--- config.mk ---
export PLATFORM = sky130hd
export DESIGN_NAME = morse_keying_encoder
export DESIGN_NICKNAME = d
export VERILOG_FILES = /design/src/rtl/mke_pkg.sv /design/src/rtl/mke_sequencer.sv /design/src/rtl/morse_keying_encoder.sv
export SDC_FILE = /design/constraint.sdc
export NUM_CORES = 1
export LEC_CHECK = 0
export BUFFER_PORTS_ARGS = -buffer_cell sky130_fd_sc_hd__buf_2
export CORE_MARGIN = 3
export CORE_UTILIZATION = 44
export DETAILED_ROUTE_END_ITERATION = 12
export PLACE_DENSITY = 0.68
export SYNTH_ARGS = -nofsm -noshare
export SYNTH_HDL_FRONTEND = slang
export SYNTH_SLANG_ARGS = --single-unit
--- constraint.sdc ---
create_clock -name clock -period 6.6 [get_ports clock]
set_clock_uncertainty 0.1 [all_clocks]
set_input_delay 0.99 -clock clock [delete_from_list [all_inputs] [get_ports clock]]
set_output_delay 0.99 -clock clock [all_outputs]
set_load 0.02 [all_outputs]
--- src/rtl/mke_pkg.sv ---
// Shared types, constants and the Morse code table of the keying encoder.
// Used by the RTL and the verif files; depends on nothing else.
`default_nettype none

package mke_pkg;

   localparam int SymbolWidth = 8;
   localparam int UnitsWidth  = 6;
   localparam int DashWidth   = 4;
   localparam int CsrIdxWidth = 2;
   localparam int CodeMax     = 6;
   localparam int CodeLenWidth = $clog2(CodeMax + 1);

   localparam logic [DashWidth-1:0]  DashReset       = 4'd3;
   localparam logic [UnitsWidth-1:0] LetterGapReset  = 6'd2;
   localparam logic [UnitsWidth-1:0] WordGapReset    = 6'd6;
   localparam logic [UnitsWidth-1:0] MessageGapReset = 6'd31;

   localparam logic [SymbolWidth-1:0] SpaceChar = 8'h20;

   typedef enum logic [CsrIdxWidth-1:0] {
      CSR_DASH        = 2'd0,
      CSR_LETTER_GAP  = 2'd1,
      CSR_WORD_GAP    = 2'd2,
      CSR_MESSAGE_GAP = 2'd3
   } csr_index_type;

   typedef enum logic [2:0] {
      ST_IDLE,
      ST_LGAP,
      ST_WGAP,
      ST_ON,
      ST_OFF,
      ST_MGAP
   } seq_state_type;

   // Elements read left to right from bit CodeMax-1; a set bit is a dash.
   typedef struct packed {
      logic [CodeLenWidth-1:0] len;
      logic [CodeMax-1:0]      pat;
   } code_type;

   // Key lengths with a zero register already taken as one unit.
   typedef struct packed {
      logic [UnitsWidth-1:0] dash;
      logic [UnitsWidth-1:0] letter_gap;
      logic [UnitsWidth-1:0] word_gap;
      logic [UnitsWidth-1:0] message_gap;
   } cfg_type;

   typedef struct packed {
      logic                  key_on;
      logic [UnitsWidth-1:0] units;
      logic                  last;
   } beat_type;

   function automatic logic [SymbolWidth-1:0] fold_case(input logic [SymbolWidth-1:0] ch);
      logic [SymbolWidth-1:0] res;
      res = ch;
      if (ch >= 8'h41 && ch <= 8'h5A) begin
         res = ch | 8'h20;
      end
      return res;
   endfunction

   function automatic logic [UnitsWidth-1:0] at_least_one(input logic [UnitsWidth-1:0] v);
      return (v == '0) ? UnitsWidth'(1) : v;
   endfunction

   function automatic code_type lookup_code(input logic [SymbolWidth-1:0] ch);
      code_type c;
      case (ch)
         8'h61:   c = '{len: 3'd2, pat: 6'b010000};  // a
         8'h62:   c = '{len: 3'd4, pat: 6'b100000};  // b
         8'h63:   c = '{len: 3'd4, pat: 6'b101000};  // c
         8'h64:   c = '{len: 3'd3, pat: 6'b100000};  // d
         8'h65:   c = '{len: 3'd1, pat: 6'b000000};  // e
         8'h66:   c = '{len: 3'd4, pat: 6'b001000};  // f
         8'h67:   c = '{len: 3'd3, pat: 6'b110000};  // g
         8'h68:   c = '{len: 3'd4, pat: 6'b000000};  // h
         8'h69:   c = '{len: 3'd2, pat: 6'b000000};  // i
         8'h6A:   c = '{len: 3'd4, pat: 6'b011100};  // j
         8'h6B:   c = '{len: 3'd3, pat: 6'b101000};  // k
         8'h6C:   c = '{len: 3'd4, pat: 6'b010000};  // l
         8'h6D:   c = '{len: 3'd2, pat: 6'b110000};  // m
         8'h6E:   c = '{len: 3'd2, pat: 6'b100000};  // n
         8'h6F:   c = '{len: 3'd3, pat: 6'b111000};  // o
         8'h70:   c = '{len: 3'd4, pat: 6'b011000};  // p
         8'h71:   c = '{len: 3'd4, pat: 6'b110100};  // q
         8'h72:   c = '{len: 3'd3, pat: 6'b010000};  // r
         8'h73:   c = '{len: 3'd3, pat: 6'b000000};  // s
         8'h74:   c = '{len: 3'd1, pat: 6'b100000};  // t
         8'h75:   c = '{len: 3'd3, pat: 6'b001000};  // u
         8'h76:   c = '{len: 3'd4, pat: 6'b000100};  // v
         8'h77:   c = '{len: 3'd3, pat: 6'b011000};  // w
         8'h78:   c = '{len: 3'd4, pat: 6'b100100};  // x
         8'h79:   c = '{len: 3'd4, pat: 6'b101100};  // y
         8'h7A:   c = '{len: 3'd4, pat: 6'b110000};  // z
         8'h2E:   c = '{len: 3'd6, pat: 6'b010101};  // full stop
         8'h2C:   c = '{len: 3'd6, pat: 6'b110011};  // comma
         8'h3F:   c = '{len: 3'd6, pat: 6'b001100};  // question mark
         8'h3B:   c = '{len: 3'd6, pat: 6'b101010};  // semicolon
         8'h3A:   c = '{len: 3'd6, pat: 6'b111000};  // colon
         8'h21:   c = '{len: 3'd6, pat: 6'b101011};  // exclamation mark
         default: c = '{len: 3'd0, pat: 6'b000000};
      endcase
      return c;
   endfunction

endpackage

`default_nettype wire

--- src/rtl/mke_sequencer.sv ---
// Keying sequencer: looks up a character and steps through its key levels,
// one beat per cycle while the output slot is free, through a shared
// element shift register and counter. Depends on mke_pkg.
`default_nettype none

module mke_sequencer (
   input  wire logic                                clock,
   input  wire logic                                reset,
   input  wire logic                                start,
   input  wire logic [mke_pkg::SymbolWidth-1:0]     symbol,
   input  wire logic                                message_end,
   input  wire mke_pkg::cfg_type                    cfg,
   input  wire logic                                slot_free,
   output logic                                     idle,
   output logic                                     beat_valid,
   output mke_pkg::beat_type                        beat
);

   mke_pkg::seq_state_type state_ff, state_in;
   logic [mke_pkg::CodeMax-1:0]      pat_ff;
   logic [mke_pkg::CodeLenWidth-1:0] left_ff;
   logic                             space_ff;
   logic                             end_ff;
   logic                             prev_ff;

   logic [mke_pkg::SymbolWidth-1:0] folded;
   mke_pkg::code_type               code;
   logic                            space_now;
   mke_pkg::seq_state_type          first_body;
   mke_pkg::seq_state_type          tail_state;
   mke_pkg::seq_state_type          body_state;
   mke_pkg::seq_state_type          after_state;
   logic                            advance;

   assign folded    = mke_pkg::fold_case(symbol);
   assign code      = mke_pkg::lookup_code(folded);
   assign space_now = (folded == mke_pkg::SpaceChar);
   assign idle      = (state_ff == mke_pkg::ST_IDLE);
   assign advance   = beat_valid && slot_free;

   always_comb begin
      // first state for the item being taken now when it needs no letter gap
      if (space_now) begin
         first_body = mke_pkg::ST_WGAP;
      end else if (code.len != '0) begin
         first_body = mke_pkg::ST_ON;
      end else if (message_end) begin
         first_body = mke_pkg::ST_MGAP;
      end else begin
         first_body = mke_pkg::ST_IDLE;
      end

      tail_state = end_ff ? mke_pkg::ST_MGAP : mke_pkg::ST_IDLE;
      if (space_ff) begin
         body_state = mke_pkg::ST_WGAP;
      end else if (left_ff != '0) begin
         body_state = mke_pkg::ST_ON;
      end else begin
         body_state = tail_state;
      end

      state_in    = state_ff;
      after_state = mke_pkg::ST_IDLE;
      beat_valid  = 1'b0;
      beat        = '{key_on: 1'b0, units: mke_pkg::UnitsWidth'(1), last: 1'b0};

      case (state_ff)
         mke_pkg::ST_IDLE: begin
            if (start) begin
               state_in = (!space_now && prev_ff) ? mke_pkg::ST_LGAP : first_body;
            end
         end
         mke_pkg::ST_LGAP: begin
            beat_valid  = 1'b1;
            beat.units  = cfg.letter_gap;
            after_state = body_state;
         end
         mke_pkg::ST_WGAP: begin
            beat_valid  = 1'b1;
            beat.units  = cfg.word_gap;
            after_state = tail_state;
         end
         mke_pkg::ST_ON: begin
            beat_valid  = 1'b1;
            beat.key_on = 1'b1;
            beat.units  = pat_ff[mke_pkg::CodeMax-1] ? cfg.dash : mke_pkg::UnitsWidth'(1);
            after_state = mke_pkg::ST_OFF;
         end
         mke_pkg::ST_OFF: begin
            beat_valid  = 1'b1;
            after_state = (left_ff != mke_pkg::CodeLenWidth'(1)) ? mke_pkg::ST_ON : tail_state;
         end
         mke_pkg::ST_MGAP: begin
            beat_valid  = 1'b1;
            beat.units  = cfg.message_gap;
            after_state = mke_pkg::ST_IDLE;
         end
         default: begin
            state_in = mke_pkg::ST_IDLE;
         end
      endcase

      if (beat_valid) begin
         beat.last = (after_state == mke_pkg::ST_IDLE);
         if (slot_free) begin
            state_in = after_state;
         end
      end
   end

   always_ff @(posedge clock) begin
      if (reset) begin
         state_ff <= mke_pkg::ST_IDLE;
         prev_ff  <= 1'b0;
      end else begin
         state_ff <= state_in;
         if (start && idle) begin
            prev_ff <= !space_now && !message_end;
         end
      end
   end

   always_ff @(posedge clock) begin
      if (start && idle) begin
         pat_ff   <= code.pat;
         left_ff  <= code.len;
         space_ff <= space_now;
         end_ff   <= message_end;
      end else if (advance && state_ff == mke_pkg::ST_OFF) begin
         // drop the element just sent
         pat_ff  <= pat_ff << 1;
         left_ff <= left_ff - mke_pkg::CodeLenWidth'(1);
      end
   end

   a_on_has_element: assert property (@(posedge clock) disable iff (reset)
      state_ff == mke_pkg::ST_ON |-> left_ff != '0)
      else $error("key-on state with no element left");

   a_on_then_off: assert property (@(posedge clock) disable iff (reset)
      (state_ff == mke_pkg::ST_ON && slot_free) |=> state_ff == mke_pkg::ST_OFF)
      else $error("key-on not followed by key-off");

   a_last_ends_item: assert property (@(posedge clock) disable iff (reset)
      (advance && beat.last) |=> state_ff == mke_pkg::ST_IDLE)
      else $error("sequencer busy after final beat");

   a_end_clears_prev: assert property (@(posedge clock) disable iff (reset)
      (start && idle && message_end) |=> !prev_ff)
      else $error("message end left a pending letter gap");

endmodule

`default_nettype wire

--- src/rtl/morse_keying_encoder.sv ---
// Top level of the Morse keying encoder: control registers, output register
// and the keying sequencer. Depends on mke_pkg and mke_sequencer.
//
//   channel  direction  handshake          payload
//   req      in         req_valid/stall    req_symbol, req_message_end
//   rsp      out        rsp_valid/stall    rsp_key_on, rsp_units, rsp_last
//   csr      in         csr_write          csr_index, csr_data
//
// An item is taken while the sequencer is idle, then gives one beat per
// cycle unless rsp stalls; an item with no result gives no beat.
// The sequencer steps one key level per cycle through the element register.
// Reset is synchronous; it restores the register defaults and forgets the
// previous character. A stalled rsp beat holds the sequencer in place.
`default_nettype none

module morse_keying_encoder (
   input  wire logic                                 clock,
   input  wire logic                                 reset,
   input  wire logic                                 req_valid,
   output logic                                      req_stall,
   input  wire logic [mke_pkg::SymbolWidth-1:0]      req_symbol,
   input  wire logic                                 req_message_end,
   output logic                                      rsp_valid,
   input  wire logic                                 rsp_stall,
   output logic                                      rsp_key_on,
   output logic [mke_pkg::UnitsWidth-1:0]            rsp_units,
   output logic                                      rsp_last,
   input  wire logic                                 csr_write,
   input  wire logic [mke_pkg::CsrIdxWidth-1:0]      csr_index,
   input  wire logic [mke_pkg::UnitsWidth-1:0]       csr_data
);

   logic [mke_pkg::DashWidth-1:0]  dash_ff;
   logic [mke_pkg::UnitsWidth-1:0] letter_gap_ff;
   logic [mke_pkg::UnitsWidth-1:0] word_gap_ff;
   logic [mke_pkg::UnitsWidth-1:0] message_gap_ff;

   logic              rsp_valid_ff;
   mke_pkg::beat_type rsp_beat_ff;

   mke_pkg::cfg_type  cfg;
   mke_pkg::beat_type beat;
   logic              beat_valid;
   logic              seq_idle;
   logic              slot_free;
   logic              start;

   always_ff @(posedge clock) begin
      if (reset) begin
         dash_ff        <= mke_pkg::DashReset;
         letter_gap_ff  <= mke_pkg::LetterGapReset;
         word_gap_ff    <= mke_pkg::WordGapReset;
         message_gap_ff <= mke_pkg::MessageGapReset;
      end else if (csr_write) begin
         case (csr_index)
            mke_pkg::CSR_DASH:        dash_ff        <= csr_data[mke_pkg::DashWidth-1:0];
            mke_pkg::CSR_LETTER_GAP:  letter_gap_ff  <= csr_data;
            mke_pkg::CSR_WORD_GAP:    word_gap_ff    <= csr_data;
            mke_pkg::CSR_MESSAGE_GAP: message_gap_ff <= csr_data;
            default: ;
         endcase
      end
   end

   assign cfg.dash        = mke_pkg::at_least_one(mke_pkg::UnitsWidth'(dash_ff));
   assign cfg.letter_gap  = mke_pkg::at_least_one(letter_gap_ff);
   assign cfg.word_gap    = mke_pkg::at_least_one(word_gap_ff);
   assign cfg.message_gap = mke_pkg::at_least_one(message_gap_ff);

   assign req_stall = !seq_idle;
   assign start     = req_valid && seq_idle;
   assign slot_free = !rsp_valid_ff || !rsp_stall;

   mke_sequencer u_seq (
      .clock       (clock),
      .reset       (reset),
      .start       (start),
      .symbol      (req_symbol),
      .message_end (req_message_end),
      .cfg         (cfg),
      .slot_free   (slot_free),
      .idle        (seq_idle),
      .beat_valid  (beat_valid),
      .beat        (beat)
   );

   // output register: load when empty or being taken
   always_ff @(posedge clock) begin
      if (reset) begin
         rsp_valid_ff <= 1'b0;
      end else if (slot_free) begin
         rsp_valid_ff <= beat_valid;
      end
   end

   always_ff @(posedge clock) begin
      if (slot_free && beat_valid) begin
         rsp_beat_ff <= beat;
      end
   end

   assign rsp_valid  = rsp_valid_ff;
   assign rsp_key_on = rsp_beat_ff.key_on;
   assign rsp_units  = rsp_beat_ff.units;
   assign rsp_last   = rsp_beat_ff.last;

endmodule

`default_nettype wire

==> results of run 1 <==
state kept, by name, indices dropped and copies added (netlist names):
register,flops
rsp_key_on,1
u_seq.space_ff,1
rsp_valid,1
dash_ff,4
word_gap_ff,6
rsp_units,6
rsp_last,1
u_seq.state_ff,3
message_gap_ff,6
u_seq.pat_ff,6
u_seq.left_ff,3
u_seq.end_ff,1
u_seq.prev_ff,1
letter_gap_ff,6
cell type report:
cell class | instances | area, um2 | share of cell area, %
multi-input combinational | 250 | 1640 | 51.5
timing repair buffer | 32 | 163 | 5.10
sequential | 46 | 1110 | 34.8
inverter | 19 | 71.3 | 2.24
clock inverter | 1 | 6.26 | 0.196
tap | 77 | 96.3 | 3.02
clock buffer | 7 | 97.6 | 3.06
worst reg2reg max path: cells and delay by family, from the launching register on:
family	cells	cell delay [ps]
AO/OA/AOI/OAI	4	1490
flip-flops	1	710
AND/OR/NAND/NOR	2	270
worst max-delay path by stage:
stage                  start                            to  slack [ps]  cells past startpoint
6_report       req_symbol[1]  u_seq.state_ff[2]$_SDFF_PP0_        3720                      9
5_1_grt        req_symbol[1]  u_seq.state_ff[2]$_SDFF_PP0_        3540                      9
4_1_cts        req_symbol[1]  u_seq.state_ff[2]$_SDFF_PP0_        3740                      9
2_1_floorplan  req_symbol[1]  u_seq.state_ff[2]$_SDFF_PP0_        3850                      8
3_3_place_gp   req_symbol[1]  u_seq.state_ff[2]$_SDFF_PP0_        3500                      9
3_5_place_dp   req_symbol[1]  u_seq.state_ff[2]$_SDFF_PP0_        3440                      9
through the flow:
step,std cells,worst slack [ps],total power [mW],util [%],cell area (um2)
after floorplan,334,3850,0.750,-,2920
after global placement,424,3500,0.846,48.3,3090
after detailed placement,424,3440,0.859,48.3,3090
after CTS,432,3740,1.05,49.9,3190
after global routing,432,3540,1.12,49.9,3190
final,432,3720,1.05,49.9,3190
where the power goes:
| part | switching (mW) | internal, mW |
|---|---|---|
| sequential | 0.0576 | 0.399 |
| combinational | 0.252 | 0.146 |
| clock | 0.0954 | 0.0981 |
| total | 0.406 | 0.643 |
cell families (layout without fill, tap and decap cells):
logic type / count (synthesis) / count (layout) / share of synthesized area, %
simple gates: 129 / 129 / 22.8
flops: 46 / 46 / 38.1
xor+xnor: 1 / 1 / 0.300
compound gates: 95 / 95 / 23.7
mux: 15 / 15 / 5.19
buf+inv: 38 / 59 / 5.61
fa+ha+maj: 10 / 10 / 4.29
routing by layer:
metal | GRT usage [%] | share of wire, % | vias up | routed length, um
met1 | 25.4 | 47 | 1219 | 3100
met5 | 0 | 0 | - | 0
met2 | 28.2 | 46 | 83 | 3060
met4 | 4.46 | 1.1 | 0 | 71
met3 | 3.41 | 5.6 | 6 | 368
li1 | - | - | 1271 | -
layout by cell type, fill, tap and decap left out, types with 3 or more instances in the layout:
master     n
nand2_1   33
nor2_1    33
buf_2     31
dfxtp_1   27
a21oi_1   25
edfxtp_1  19
inv_1     18
o21ai_0   16
mux2i_1   14
nor3_1    10
ha_1      10
nor2b_1    9
nand3b_1   9
nand3_1    7
a22oi_1    5
o211ai_1   5
or3_1      5
a211o_1    5
clkbuf_8   5
a32oi_1    4
o22ai_1    4
o31ai_1    4
nand2b_1   4
a211oi_1   4
and3_1     3
Yosys cell counts (5+ instances only):
master,instances,area (um2)
mux2i_1,14,140
a21oi_1,25,125
nor2b_1,9,56.3
clkbuf_1,11,41.3
a22oi_1,5,37.5
nor2_1,33,124
o211ai_1,5,37.5
nand3_1,7,35.0
ha_1,10,125
nor3_1,10,50.1
nand2_1,33,124
a211o_1,5,43.8
edfxtp_1,19,571
dfxtp_1,27,541
buf_2,5,25.0
nand3b_1,9,67.6
inv_1,18,67.6
or3_1,5,31.3
o21ai_0,16,80.1
==> metrics.md, run 1 <==
| Metric | Value |
|---|---|
| FF-to-FF End | u_seq.state_ff[1]$_SDFF_PP0_ |
| Drt first-iter violations | 125 |
| Global-route wire length before repair | 11,000 um |
| Synth Flop Type | dfxtp_1 |
| Routability cong. | 0.939 |
| Peak supply drop | 0.000392 V |
| Worst-path fanout max | 11 |
| Setup slack, reg-to-reg | 3910 ps |
| Post-layout net count | 386 |
| Number of buffer and inverter stages on the critical path | 2 |
| Net Count, Synth | 366 |
| Worst EP arrival | 2960 ps |
| Setup TNS | 0 ps |
| DR vias | 2,579 |
| Fraction of the yosys area taken by sequential cells | 38.1% |
| CP delay by family, top | compound AO/OA/AOI/OAI gates |
| Detailed placement HPWL | 4900 um |
| Final Max Slew Viols | 0 |
| Die area | 0.00765 mm2 |
| Fillers | 638 |
| Worst EP required | 6690 ps |
| Hold_sp | u_seq.prev_ff$_SDFFE_PP0P_ |
| CTS Buf Count | 5 |
| Largest net degree at the start of global routing | 31 |
| Max-Cap Viols | 0 |
| GR Overflow Total | 0 |
| Cts repair resizes | 0 |
| Clk sink count | 46 |
| Clk root buf | clkbuf_8 |
| Yosys warns | 0 |
| Core Area | 0.00639 mm2 |
| Clk pin slew, worst setup/hold paths | 80 ps |
| Die X | 87.5 um |
| Worst skew pair latency | 300 ps |
| H-tree levels | 2 |
| RSZ-0062 raised after global routing | no |
| Port bufs | 31 |
| Post-synth EDFFs | 19 |
| Routed WL per cell | 15.3 um |
| Slew @ Worst Pin | 1180 ps |
| Synth cell types | 61 |
| Vias per inst | 5.97 |
| Initial antenna violation count | 0 |
| RR Startpoint | u_seq.state_ff[2]$_SDFF_PP0_ |
| Initial DRT Pass Iterations | 5 |
| Pwr Density | 329 mW/mm2 |
| Async SR Flop Fraction | 0% |
| DR DRC count | 0 |
| Final ANT Viol Nets | 0 |
| Total Routed Length | 6600 um |
| CP peak stage delay | 400 ps |
| Slowest stage cell, crit path | o41ai_2 |
| FF+latch count, synth | 46 |
| I/O Pins | 32 |
| Fin crit share | 43.6% |
| CTS tree | yes |
| Max clock buf depth | 2 |
| Initial Utilization | 45.7% |
| Final hold violations | 0 |
| Total global-route track usage | 18.0% |
| Worst-path cell chain | buf_2 -> inv_1 -> ha_1 -> nor2b_1 -> o21ai_0 -> o2111a_1 -> o41ai_2 -> nor4_1 -> o31a_1 |
| Outcome | finished, final reports clean |
| CP Capture Type | register |
| Vias in the first global route | 2,285 |
| Fmax | 348 MHz |
| FP Rows | 29 |
| N_diodes | 0 |
| Hold WC Path Type | register to register |
| Post-CTS setup buffers | 0 |
| Setup violators final | 0 |
| WS Path Type | input pin to register |
| Worst Hold Depth | 2 |
| Post-synthesis cell area | 0.00292 mm2 |
| Synth Instances | 334 |
| Final min period | 2880 ps |
| Startpoint types | input pin |
| Hold Path Sink | u_seq.prev_ff$_SDFFE_PP0P_ |
| Die Y | 87.5 um |
| Hold slack | 382 ps |
| Share of cells above drive strength 1 | 13.5% |
| P&R area growth vs syn | 9.26% |
| Headroom to the max-slew limit | 21.3% |
| Leak pwr | 1.30 nW |
| Avg Inst Size Synth | 8.74 um2 |
| R2R depth | 6 |
| CTS Hold Buffers Added | 0 |
Note: power is estimated with default switching activity, not from simulation.
==> inputs of run 2 (changes only) <==
Clock period 6.6 ns to 2.7 ns, I/O delays scaled along.
==> run 2 against run 1 <==
Effect of this change: final cell count is 2.1% higher; total power grew to 2.5 times the previous value; first-iteration DRC count is 38% higher; register-to-register slack got worse by 3300 ps; via count down 0.16%; non-clock buffer count up 9.
==> metrics.md, run 2 (synthesis gave the netlist of run 1 again) <==
| Metric | Value |
|---|---|
| Outcome | finished, final reports clean |
| Slew @ Worst Pin | 785 ps (-395 ps) |
| Hold slack | 234 ps (-147 ps) |
| Max clock buf depth | 2 (unchanged) |
| Util after Layout | 51.0% (+1.1 points) |
| Max-Cap Viols | 0 (unchanged) |
| Clk root buf | clkbuf_8 |
| Drt first-iter violations | 172 (+38%) |
| Fin crit share | 84.1% |
| CTS tree | yes |
| Final hold violations | 0 (unchanged) |
| Die area | 0.00765 mm2 (unchanged) |
| N_diodes | 0 (unchanged) |
| Post-layout net count | 395 (+2.3%) |
| CP Capture Type | register |
| Worst EP required | 2770 ps (-3920 ps) |
| Fmax | 440 MHz |
| Initial DRT Pass Iterations | 4 (-1) |
| Routed WL per cell | 15.0 um (-1.8%) |
| Initial antenna violation count | 0 (unchanged) |
| Post-placement setup slack | 107 ps (-3330 ps) |
| Setup violators final | 0 (unchanged) |
| Worst Hold Depth | 1 (-1) |
| Finished Layout Cells | 441 (+2.1%) |
| Final Max Slew Viols | 0 (unchanged) |
| Die Y | 87.5 um (unchanged) |
| Worst-path fanout max | 8 (-3) |
| H-tree levels | 2 (unchanged) |
| RSZ-0062 raised after global routing | no |
| Vias per inst | 5.84 (-2.2%) |
| Total global-route track usage | 17.8% (-0.12 points) |
| DR DRC count | 0 (unchanged) |
| Die X | 87.5 um (unchanged) |
| DR vias | 2,575 (-0.16%) |
| Headroom to the max-slew limit | 47.6% (+26 points) |
| Worst EP arrival | 2340 ps (-620 ps) |
| CTS Buf Count | 5 (unchanged) |
| Reg area | 0.00111 mm2 (unchanged) |
| Port bufs | 31 (unchanged) |
| Final ANT Viol Nets | 0 (unchanged) |
| Routability cong. | 0.916 (-2.4%) |
| Startpoint types | input pin |
| Worst skew pair latency | 300 ps (about the same) |
| Setup TNS | 0 ps (unchanged) |
| FF-to-FF End | u_seq.prev_ff$_SDFFE_PP0P_ |
| Final min period | 2270 ps |
| Hold WC Path Type | input pin to register |
| GR Overflow Total | 0 (unchanged) |
| Leak pwr | 1.35 nW (+3.4%) |
| Clk pin slew, worst setup/hold paths | 80 ps (about the same) |
| WS Path Type | input pin to register |
| Cts repair resizes | 0 (unchanged) |
| Initial Utilization | 45.7% (unchanged) |
| Hold Path Sink | u_seq.end_ff$_DFFE_PP_ |
| Peak supply drop | 0.000675 V (+72%) |
| Core Area | 0.00639 mm2 (unchanged) |
| Area of the multi-input gates | 0.00164 mm2 (unchanged) |
| RR Startpoint | u_seq.state_ff[0]$_SDFF_PP0_ |
| Detailed placement HPWL | 4900 um (about the same) |
| Placed insts | 433 (+2.1%) |
| Global-route wire length before repair | 10,900 um (-0.88%) |
| P&R area growth vs syn | 11.6% |
| Share of cells above drive strength 1 | 15.7% (+2.1 points) |
| R2R depth | 5 (-1) |
| Largest net degree at the start of global routing | 29 (-6.5%) |
| Final worst slack | 428 ps (-3290 ps) |
| Clk sink count | 46 (unchanged) |
| CTS Hold Buffers Added | 0 (unchanged) |
| Vias in the first global route | 2,276 (-0.39%) |
| Commonest non-fill, non-tap cells in the layout | nand2_1, nor2_1, buf_2 |
| Total Routed Length | 6620 um (+0.27%) |
| Fillers | 614 (-3.8%) |
| I/O Pins | 32 (unchanged) |
| Pwr Density | 807 mW/mm2 (+150%) |
| Hold_sp | req_message_end |
| Setup slack, reg-to-reg | 570 ps (-3340 ps) |
| Post-CTS setup buffers | 0 (unchanged) |
| FP Rows | 29 (unchanged) |
## run 2: changes by cell type in the layout (fill, tap and decap cells not counted), sizes merged
cell and delta:
buf +9
## run 2: critical path: stages
cell and delay (ps):
buf_2 160, inv_1 120, ha_1 300, and2_1 210, o21ai_0 200, nor4bb_1 320, o41ai_2 140, a2111oi_1 410
nor3_1 80
## run 2: layout make-up
class	instances	area share, %
clock buffers	7	3.00
inverters	19	2.19
flip-flops and latches	46	34.1
multi-input cells	250	50.5
clock inverters	1	0.192
repair buffers	41	7.07
well taps	77	2.96
## run 2: how the worst max path moves through the flow
stage | slack, ps | cells past startpoint | startpoint | end
2_1_floorplan | 540 | 8 | req_symbol[1] | u_seq.state_ff[2]$_SDFF_PP0_
3_3_place_gp | 200 | 9 | req_symbol[1] | u_seq.state_ff[2]$_SDFF_PP0_
3_5_place_dp | 110 | 9 | req_symbol[0] | u_seq.state_ff[1]$_SDFF_PP0_
4_1_cts | 440 | 9 | req_symbol[0] | u_seq.state_ff[1]$_SDFF_PP0_
5_1_grt | 280 | 9 | req_symbol[0] | u_seq.state_ff[1]$_SDFF_PP0_
6_report | 430 | 9 | req_symbol[0] | u_seq.state_ff[1]$_SDFF_PP0_
## run 2: per-layer routing
metal	share of wire, %	up-vias	routed length, um	track usage [%]
met1	48	1192	3150	25.6
met2	45	85	2970	27.4
met4	1.7	0	112	5.44
met3	5.7	12	380	2.84
met5	0	-	0	0
li1	-	1286	-	-
## run 2: where the power goes
part / total (mW) / internal [mW] / switching (mW)
Sequential: 1.06 / 0.972 / 0.0877
Combinational: 1.10 / 0.416 / 0.679
Clock: 0.475 / 0.240 / 0.235
Total: 2.63 / 1.63 / 1.00
## run 2: through the flow
step           instance area (um2)  total power, mW
2_1_floorplan                 2920             1.83
3_3_place_gp                  3150             2.14
3_5_place_dp                  3150             2.17
4_1_cts                       3260             2.65
5_1_grt                       3260             2.80
6_report                      3260             2.63
